## src/rtl/core/pwsfd_pkg.sv

```systemverilog
// Shared types, constants and helpers for the pulse width sensor frame decoder.
// No dependencies; imported by the decoder core.
package pwsfd_pkg;

    localparam int unsigned TIMER_BITS_DEF = 16;
    localparam int unsigned IV_IN_W        = 16;  // width of the interval field
    localparam int unsigned CFG_W          = 16;
    localparam int unsigned CFG_IDX_W      = 3;
    localparam int unsigned IDX_W          = 7;
    localparam int unsigned FRAME_W        = 40;
    localparam int unsigned NUM_INTERVALS  = 82;
    localparam int unsigned RESP_INTERVALS = 2;

    // Register reset values
    localparam logic [CFG_W-1:0] RESPONSE_MIN_RST = 16'd60;
    localparam logic [CFG_W-1:0] RESPONSE_MAX_RST = 16'd100;
    localparam logic [CFG_W-1:0] LOW_MIN_RST      = 16'd35;
    localparam logic [CFG_W-1:0] LOW_MAX_RST      = 16'd70;
    localparam logic [CFG_W-1:0] ZERO_MIN_RST     = 16'd10;
    localparam logic [CFG_W-1:0] ZERO_MAX_RST     = 16'd45;
    localparam logic [CFG_W-1:0] ONE_MIN_RST      = 16'd55;
    localparam logic [CFG_W-1:0] ONE_MAX_RST      = 16'd95;

    typedef enum logic [CFG_IDX_W-1:0] {
        REG_RESPONSE_MIN = 3'd0,
        REG_RESPONSE_MAX = 3'd1,
        REG_LOW_MIN      = 3'd2,
        REG_LOW_MAX      = 3'd3,
        REG_ZERO_MIN     = 3'd4,
        REG_ZERO_MAX     = 3'd5,
        REG_ONE_MIN      = 3'd6,
        REG_ONE_MAX      = 3'd7
    } reg_idx_t;

    typedef enum logic [1:0] {
        MODE_START    = 2'd0,
        MODE_INTERVAL = 2'd1,
        MODE_TIMEOUT  = 2'd2,
        MODE_NONE     = 2'd3
    } mode_t;

    typedef enum logic [2:0] {
        STAT_OK        = 3'd0,
        STAT_BAD_RESP  = 3'd1,
        STAT_BAD_LOW   = 3'd2,
        STAT_BAD_HIGH  = 3'd3,
        STAT_SHORT     = 3'd4,
        STAT_CHECKSUM  = 3'd5
    } status_t;

    function automatic logic in_window(input logic [CFG_W-1:0] v,
                                       input logic [CFG_W-1:0] lo,
                                       input logic [CFG_W-1:0] hi);
        return (v >= lo) && (v <= hi);
    endfunction

endpackage

```

## src/rtl/core/pulse_width_sensor_frame_decoder_core.sv

```systemverilog
// Pulse width sensor frame decoder: the whole block in one module.
// Depends on pwsfd_pkg for types, reset values and the window compare.
//
// Usage:
//   s_ channel: one item per line edge. s_tuser carries the mode (start a new
//   frame, edge interval, idle timeout); s_tdata carries the interval in
//   microseconds. Only the timeout item produces a result item on the m_
//   channel: m_tuser holds the status, m_tdata the humidity and temperature
//   in tenths (zero unless the status is ok).
//   cfg_ channel: register writes, always ready; write only while idle.
// Path: an item is registered on accept in the input register and then processed;
//   a timeout result is registered in the result register, which drives m_tvalid.
// Throughput: one item per cycle unless a stalled timeout holds the stage. The single
//   processing stage is the limit; range checks, the bit shift and the checksum add all fit in it.
// Reset: aresetn (synchronous, active low) clears the frame state, empties
//   both registers and restores the window registers to their defaults.
// Stall: while m_tready is low and a result is held, start and interval items
//   keep flowing through the stage; a timeout item reaching the stage holds
//   there and blocks s_tready until the held result is taken.
module pulse_width_sensor_frame_decoder_core #(
    parameter int unsigned TIMER_BITS = pwsfd_pkg::TIMER_BITS_DEF
) (
    input  logic                                  aclk,
    input  logic                                  aresetn,
    // input items
    input  logic                                  s_tvalid,
    output logic                                  s_tready,
    input  logic [15:0]                           s_tdata,   // [15:0] interval
    input  logic [1:0]                            s_tuser,   // [1:0] mode
    // result items
    output logic                                  m_tvalid,
    input  logic                                  m_tready,
    output logic [31:0]                           m_tdata,   // [15:0] humidity_tenths,
                                                             // [31:16] temperature_tenths
    output logic [2:0]                            m_tuser,   // [2:0] status
    // configuration writes
    input  logic                                  cfg_valid,
    output logic                                  cfg_ready,
    input  logic [pwsfd_pkg::CFG_IDX_W-1:0]       cfg_index,
    input  logic [pwsfd_pkg::CFG_W-1:0]           cfg_data
);
    import pwsfd_pkg::*;

    // Kept interval bits: the timer never counts past TIMER_BITS.
    localparam int unsigned IV_W = (TIMER_BITS < IV_IN_W) ? TIMER_BITS : IV_IN_W;

    // Window registers
    logic [CFG_W-1:0] resp_min_reg, resp_max_reg, low_min_reg, low_max_reg;
    logic [CFG_W-1:0] zero_min_reg, zero_max_reg, one_min_reg, one_max_reg;

    // Input register
    logic            s1_vld_reg;
    mode_t           s1_mode_reg;
    logic [IV_W-1:0] s1_iv_reg;

    // Frame state
    logic [IDX_W-1:0]   idx_reg, idx_next;
    status_t            err_reg, err_next;
    logic [FRAME_W-1:0] bits_reg, bits_next;

    // Result register
    logic        m_vld_reg, m_vld_next;
    status_t     m_stat_reg, m_stat_next;
    logic [15:0] m_hum_reg, m_hum_next;
    logic [15:0] m_tmp_reg, m_tmp_next;

    logic            s1_go;
    logic            proc;
    logic            s_acc;
    logic [CFG_W-1:0] iv;
    logic            is_zero, is_one;
    logic [7:0]      b0, b1, b2, b3, b4, csum;

    // ---------------- configuration ----------------
    assign cfg_ready = 1'b1;

    always_ff @(posedge aclk) begin
        if (!aresetn) begin
            resp_min_reg <= RESPONSE_MIN_RST;
            resp_max_reg <= RESPONSE_MAX_RST;
            low_min_reg  <= LOW_MIN_RST;
            low_max_reg  <= LOW_MAX_RST;
            zero_min_reg <= ZERO_MIN_RST;
            zero_max_reg <= ZERO_MAX_RST;
            one_min_reg  <= ONE_MIN_RST;
            one_max_reg  <= ONE_MAX_RST;
        end else if (cfg_valid) begin
            unique case (reg_idx_t'(cfg_index))
                REG_RESPONSE_MIN: resp_min_reg <= cfg_data;
                REG_RESPONSE_MAX: resp_max_reg <= cfg_data;
                REG_LOW_MIN:      low_min_reg  <= cfg_data;
                REG_LOW_MAX:      low_max_reg  <= cfg_data;
                REG_ZERO_MIN:     zero_min_reg <= cfg_data;
                REG_ZERO_MAX:     zero_max_reg <= cfg_data;
                REG_ONE_MIN:      one_min_reg  <= cfg_data;
                REG_ONE_MAX:      one_max_reg  <= cfg_data;
                default: ;
            endcase
        end
    end

    // ---------------- flow control ----------------
    // A timeout item needs the result register free (or being drained).
    assign s1_go    = !(s1_mode_reg == MODE_TIMEOUT && m_vld_reg && !m_tready);
    assign proc     = s1_vld_reg && s1_go;
    assign s_tready = !s1_vld_reg || s1_go;
    assign s_acc    = s_tvalid && s_tready;

    always_ff @(posedge aclk) begin
        if (!aresetn) begin
            s1_vld_reg <= 1'b0;
        end else if (s_tready) begin
            s1_vld_reg <= s_tvalid;
        end
    end

    // Payload: capture only the timer bits of the interval.
    always_ff @(posedge aclk) begin
        if (s_acc) begin
            s1_mode_reg <= mode_t'(s_tuser);
            s1_iv_reg   <= s_tdata[IV_W-1:0];
        end
    end

    // ---------------- processing stage ----------------
    assign iv      = CFG_W'(s1_iv_reg);
    assign is_zero = in_window(iv, zero_min_reg, zero_max_reg);
    assign is_one  = in_window(iv, one_min_reg, one_max_reg);

    assign b0   = bits_reg[39:32];
    assign b1   = bits_reg[31:24];
    assign b2   = bits_reg[23:16];
    assign b3   = bits_reg[15:8];
    assign b4   = bits_reg[7:0];
    assign csum = 8'(b0 + b1 + b2 + b3);

    always_comb begin
        idx_next    = idx_reg;
        err_next    = err_reg;
        bits_next   = bits_reg;
        m_vld_next  = m_vld_reg && !m_tready;
        m_stat_next = m_stat_reg;
        m_hum_next  = m_hum_reg;
        m_tmp_next  = m_tmp_reg;

        if (proc) begin
            unique case (s1_mode_reg)
                MODE_START: begin
                    idx_next  = '0;
                    err_next  = STAT_OK;
                    bits_next = '0;
                end
                MODE_INTERVAL: begin
                    // Drop intervals past the end of the frame.
                    if (idx_reg < IDX_W'(NUM_INTERVALS)) begin
                        if (idx_reg < IDX_W'(RESP_INTERVALS)) begin
                            if (!in_window(iv, resp_min_reg, resp_max_reg) &&
                                err_reg == STAT_OK) begin
                                err_next = STAT_BAD_RESP;
                            end
                        end else if (!idx_reg[0]) begin
                            if (!in_window(iv, low_min_reg, low_max_reg) &&
                                err_reg == STAT_OK) begin
                                err_next = STAT_BAD_LOW;
                            end
                        end else begin
                            // Zero window wins over the one window; an interval in neither is bad.
                            bits_next = {bits_reg[FRAME_W-2:0], !is_zero && is_one};
                            if (!is_zero && !is_one && err_reg == STAT_OK) begin
                                err_next = STAT_BAD_HIGH;
                            end
                        end
                        idx_next = idx_reg + 1'b1;
                    end
                end
                MODE_TIMEOUT: begin
                    m_vld_next = 1'b1;
                    m_hum_next = '0;
                    m_tmp_next = '0;
                    priority if (err_reg != STAT_OK) begin
                        m_stat_next = err_reg;
                    end else if (idx_reg < IDX_W'(NUM_INTERVALS)) begin
                        m_stat_next = STAT_SHORT;
                    end else if (csum != b4) begin
                        m_stat_next = STAT_CHECKSUM;
                    end else begin
                        m_stat_next = STAT_OK;
                        m_hum_next  = {b0, b1};
                        m_tmp_next  = {b2, b3};
                    end
                end
                default: ;  // unused mode: no effect
            endcase
        end
    end

    always_ff @(posedge aclk) begin
        if (!aresetn) begin
            idx_reg   <= '0;
            err_reg   <= STAT_OK;
            bits_reg  <= '0;
            m_vld_reg <= 1'b0;
        end else begin
            idx_reg   <= idx_next;
            err_reg   <= err_next;
            bits_reg  <= bits_next;
            m_vld_reg <= m_vld_next;
        end
    end

    always_ff @(posedge aclk) begin
        m_stat_reg <= m_stat_next;
        m_hum_reg  <= m_hum_next;
        m_tmp_reg  <= m_tmp_next;
    end

    assign m_tvalid = m_vld_reg;
    assign m_tuser  = m_stat_reg;
    assign m_tdata  = {m_tmp_reg, m_hum_reg};

    // ---------------- assertions ----------------
    a_idx_bound: assert property (@(posedge aclk) disable iff (!aresetn)
        idx_reg <= IDX_W'(NUM_INTERVALS))
        else $error("interval count ran past the frame length");

    a_err_sticky: assert property (@(posedge aclk) disable iff (!aresetn)
        (err_reg != STAT_OK && !(proc && s1_mode_reg == MODE_START))
        |=> err_reg == $past(err_reg))
        else $error("first error was overwritten inside a frame");

    a_fail_zero: assert property (@(posedge aclk) disable iff (!aresetn)
        (m_vld_reg && m_stat_reg != STAT_OK) |-> (m_hum_reg == '0 && m_tmp_reg == '0))
        else $error("failed frame carries nonzero readings");

    a_timeout_hold: assert property (@(posedge aclk) disable iff (!aresetn)
        (s1_vld_reg && !s1_go) |=> (s1_vld_reg && s1_mode_reg == MODE_TIMEOUT))
        else $error("stalled timeout item left the stage");

endmodule
```

## config.mk

```make
export PLATFORM = sky130hd
export DESIGN_NAME = pulse_width_sensor_frame_decoder_core
export DESIGN_NICKNAME = d
export VERILOG_FILES = /design/src/rtl/core/pwsfd_pkg.sv /design/src/rtl/core/pulse_width_sensor_frame_decoder_core.sv
export SDC_FILE = /design/constraint.sdc
export NUM_CORES = 1
export LEC_CHECK = 0
export BUFFER_PORTS_ARGS = -buffer_cell sky130_fd_sc_hd__buf_2
export CORE_MARGIN = 3
export CORE_UTILIZATION = 55
export CTS_BUF_LIST = sky130_fd_sc_hd__clkbuf_2
export CTS_CLUSTER_SIZE = 30
export DETAILED_ROUTE_END_ITERATION = 10
export PLACE_DENSITY_LB_ADDON = 0.08
export SYNTH_ARGS = -nofsm -noshare
export SYNTH_HDL_FRONTEND = slang
export SYNTH_SLANG_ARGS = --single-unit
```

## constraint.sdc

```tcl
create_clock -name aclk -period 5.4 [get_ports aclk]
set_clock_uncertainty 0.05 [all_clocks]
set_input_delay 0.27 -clock aclk [delete_from_list [all_inputs] [get_ports aclk]]
set_output_delay 0.27 -clock aclk [all_outputs]
set_load 0.03 [all_outputs]
```

Yosys cells after proc, flatten, opt, wreduce, memory -nomap -nowiden
Cells that the tools add are included.
{ "op_classes": {"addsub": 4, "order_cmp": 10, "eq_ne": 16, "muxes": 18, "reduce_logical": 40} }
{ "ops": {"columns": ["cell", "n"], "rows": [
  ["two-way mux 40 bit", 3],
  ["case mux 40 bit (2 select lines)", 1],
  [">= comparator 16 bit", 4],
  ["less-or-equal comparator 16 bit", 4],
  ["two-way mux 3 bit", 9],
  ["adder 8 bit", 3],
  ["AND reduction 2 bit", 9],
  ["logical AND 1 bit", 14],
  ["case mux 7 bit (2 select lines)", 1],
  ["equality test 3 bit (second input constant)", 4],
  ["!= test 4 bit (second input constant)", 2],
  ["!= test 8 bit", 1],
  ["adder 7 x 1 -> 7 bit (second input constant)", 1],
  ["zero test 1 bit", 7],
  ["< comparator 7 x 2 -> 1 bit (second input constant)", 1],
  ["< comparator 7 bit (second input constant)", 1],
  ["two-way mux 7 bit", 1],
  ["equality test 3 x 2 -> 1 bit (second input constant)", 2],
  ["zero test 3 bit", 2],
  ["!= test 2 bit (second input constant)", 3],
  ["case mux 3 bit (2 select lines)", 1],
  ["AND reduction 6 bit", 1],
  ["AND reduction 5 bit", 1],
  ["equality test 3 x 1 -> 1 bit (second input constant)", 1],
  ["10 further kinds", 11]
]} }
{ "totals": {"regBits": 233, "inputBits": 42, "output_inout_bits": 38, "elab_cells": 106} }

Depth between registers and ports, before layout
{ "depth": {"ltp_word": 10, "ltp_mapped": 15, "ltp_nobuf": 14} }

Least setup slack after synthesis
No wires, ideal clock.
{ "synth_timing": {"path_type": "reg-to-reg", "from": "register bits_reg[9]", "to": "register m_hum_reg[0], data pin", "t_arrival_ps": 3183, "required_ps": 5082, "path_slack_ps": 1899, "stages_incl_launch_ff": 16, "n_path_buf": 1, "period_less_slack_ps": 3501, "path_cell_list": "dfxtp_1 fa_1 inv_1 fa_1 inv_1 ha_1 inv_1 fa_1 nor2b_1 o21ai_0 a21boi_0 o21ai_0 and3_1 o2111ai_1 buf_2 nor3_1"} }
{ "synth_between": {"elab_chain_len": 3} }
{ "synth_rtl": {"columns": ["element", "line", "text"], "rows": [
  ["start, declared", "pulse_width_sensor_frame_decoder_core.sv:59", "logic [FRAME_W-1:0] bits_reg, bits_next;"],
  ["start signal, assigned", "pulse_width_sensor_frame_decoder_core.sv:206", "bits_reg <= bits_next;"],
  ["adder 8 bit", "pulse_width_sensor_frame_decoder_core.sv:135", "assign csum = 8'(b0 + b1 + b2 + b3);"],
  ["!= test 8 bit", "pulse_width_sensor_frame_decoder_core.sv:184", "end else if (csum != b4) begin"],
  ["OR reduction 3 bit (no line)", null, null],
  ["end signal, assigned", "pulse_width_sensor_frame_decoder_core.sv:213", "m_hum_reg <= m_hum_next;"],
  ["end, declared", "pulse_width_sensor_frame_decoder_core.sv:64", "logic [15:0] m_hum_reg, m_hum_next;"]
]} }
No other way between the ends.
A chain may end at the register's enable or synchronous reset.

Worst setup path after layout
{ "layout_timing": {"from": "register bits_reg[9]", "to": "register m_hum_reg[12], data pin"} }
Same word-level chain as after synthesis.

==> metrics.cfg <==
[place]
dp_cells = 1694
port_buffers = 78
hpwlAfterDp_microns = 21600
place_area_sq_mm = 0.0130
finalWeightedCongestion = 0.844

[clock_network]
cts-root-buf = clkbuf_2
insertion_delay_ns = 0.85
cts_resized = 0
clock-sinks = 232
clk_pin_slew_ns = 0.09
cts_made_buffers = 60
cts_tree = built
clockBufferDepth = 3
cts_max_level = 2

[routing]
vias = 10100
viasPerCell = 5.44
drtIter0Drc = 618
drc = 0
dr.pass1.iters = 5
wire_per_inst_microns = 17.4
route.antenna.remaining_nets = 0
drt_wl_total_microns = 32300

[worst_hold_path]
worst_hold_path.num_cells = 2
hold_path.startpoint = s_tuser[1]
worstHoldPathType = input port to flip-flop
whs_endpoint = s1_mode_reg[1]

[timing]
fin_crit_sh_pct = 77.8
tns_ns = 0
setup_viol = 0
maxSlewViolCount = 0
relSlewSlack_pct = 20.6
rsz0062_at_grt = false
worst_slew_pin_slew_ns = 1.19
fmax_ghz = 0.238
period_needed_ns = 4.20
hold_violations = 0

[synthesis]
syn_area_per_cell_sq_um = 8.95
ys_ff_latch = 232
synth_ff_type = dfxtp_1
synth_compound_area_share_pct = 16.6
yosysSeqAreaShare_pct = 41.4
ys.warnings.count = 0
synth_edf_count = 53
synth_xor_area_share_pct = 1.47
synth-simple-area-share_pct = 16.4
synthAdderAreaFrac_pct = 15.9
synth_cell_type_count = 56
synthMuxAreaShare_pct = 0
synth_cells = 1396
syn-num-nets = 1588
synthArstFlopShare_pct = 0
synth_top_family_by_area = compound AO/OA/AOI/OAI gates
netlist_area_sq_mm = 0.0125

[grt]
grt_max_degree = 114
grt_usage_pct = 26.9
grt_pass1_wl_microns = 52100
grt_pass1_vias = 9831
overflow = 0
antenna_found_initial = 1

[floorplanning]
die_width_microns = 157
rows = 54
die-area_sq_mm = 0.0246
core_area_sq_mm = 0.0221
start_util_pct = 56.6
ios = 80
die_h_microns = 157

[worst_setup_path]
timing.rr.end = m_hum_reg[12]
critPathArrivalTime_ns = 4.69
critical_path.max_fanout = 15
crit_type = flip-flop to flip-flop
required_ns = 5.89
cp-start-kind = flip-flop
r2r_setup_slack_ns = 1.20
cpPeakStageDelay_ns = 0.64
worst_r2r_startpoint = bits_reg[9]
reg2reg_depth = 15
end_kind = flip-flop
critPathSlowestCell = o2111ai_2
path_cells = fa_1, inv_1, fa_1, inv_1, ha_1, inv_1, fa_1, nor2b_1, o21ai_0, a21boi_0, o21ai_0, and3_1, o2111ai_2, buf_4, nor3_1

[finish]
area_delta_synth_final_pct = 12.1
fin_cells = 1855
final_nets = 1716
drive_above_1_share_pct = 13.2
largest_reg_flops = 40
layout.cells.most_common = nand2_1
post-route-util_pct = 63.4
final_cell_mix = nand2_1 (270), dfxtp_1 (179), inv_1 (171)
final_cell_area_sq_mm = 0.0140

[run]
drv_cap = 0

[status]
outcome = finished, final reports clean

[pwr]
ir_drop_mv = 0.172
p_leak_nw = 5.59
power.density_mw_per_mm2 = 242
power.total_mw = 3.38

-- critical path: cells and delay by family, from the launching register on --
family | cells | cell delay (ns)
simple gates | 3 | 0.40
fa+ha+maj | 4 | 1.55
buf+inv | 4 | 0.52
compound gates | 4 | 1.07
flops | 1 | 0.36
-- per-stage QoR --
step | hold slack [ns] | worst slack [ns]
after floorplan | 0.319 | 1.90
after global placement | 0.363 | 1.30
after detailed placement | 0.369 | 1.25
after CTS | 0.00325 | 1.23
after global routing | 0.0128 | 0.951
final | 0.0934 | 1.20
-- how the worst max path moves through the flow --
stage | start | end | cells past startpoint
6_report | bits_reg[9] | m_hum_reg[12] | 15
3_3_place_gp | bits_reg[9] | m_tmp_reg[3] | 15
4_1_cts | bits_reg[9] | m_hum_reg[5] | 14
3_5_place_dp | bits_reg[9] | m_hum_reg[5] | 14
5_1_grt | bits_reg[9] | m_hum_reg[5] | 14
2_1_floorplan | bits_reg[9] | m_hum_reg[0] | 15
-- layer usage --
| layer | GRT usage, % | vias up | part of all wire, % | wire length (microns) |
|---|---|---|---|---|
| met2 | 41.0 | 277 | 44 | 14100 |
| met3 | 4.59 | 59 | 5.4 | 1750 |
| li1 | - | 5031 | - | - |
| met1 | 39.5 | 4733 | 49 | 15800 |
| met4 | 7.67 | 0 | 2.3 | 731 |
| met5 | 0 | - | 0 | 0 |
-- what timing repair did --
action | 4_1_cts | 5_1_grt
buffers inserted | 0 | 0
endpoints found under the hold margin | 161 | 0
hold buffers | 48 | 0
-- cells in the mapped netlist, types with 14 or more instances --
| cell | count | area [sq um] |
|---|---|---|
| o21ai_0 | 26 | 130 |
| nor2b_1 | 52 | 325 |
| inv_1 | 171 | 642 |
| nor2_1 | 22 | 82.6 |
| nand3_1 | 20 | 100 |
| dfxtp_1 | 179 | 3580 |
| nand2_1 | 270 | 1010 |
| xnor2_1 | 15 | 131 |
| edfxtp_1 | 53 | 1590 |
| nand4_1 | 14 | 87.6 |
| nor3_1 | 41 | 205 |
| a21oi_1 | 52 | 260 |
| a21boi_0 | 101 | 758 |
| ha_1 | 136 | 1700 |
| fa_1 | 14 | 280 |
| clkbuf_1 | 48 | 180 |
| a22oi_1 | 39 | 293 |
| o211ai_1 | 33 | 248 |
-- cell type report --
class / instances / area (sq um)
fillers: 1961 / 8080
multi-input cells: 920 / 6330
flip-flops and latches: 232 / 5170
repair buffers: 139 / 971
inverters: 171 / 642
clock buffers: 97 / 485
well taps: 280 / 350
clock inverters: 15 / 58.8
diodes: 1 / 2.50
-- power breakdown --
group / internal, mW / leakage, nW / switching (mW)
Sequential: 1.80 / 2.01 / 0.0379
Clock: 0.473 / 0.436 / 0.730
Combinational: 0.143 / 3.14 / 0.197
Total: 2.42 / 5.59 / 0.965
-- kinds of logic after synthesis --
kind of cell | count (synthesis)
flops | 232
xor+xnor | 21
compound gates | 298
buf+inv | 244
simple gates | 450
other cells | 1
fa+ha+maj | 150
(Power assumes the default switching activity.)
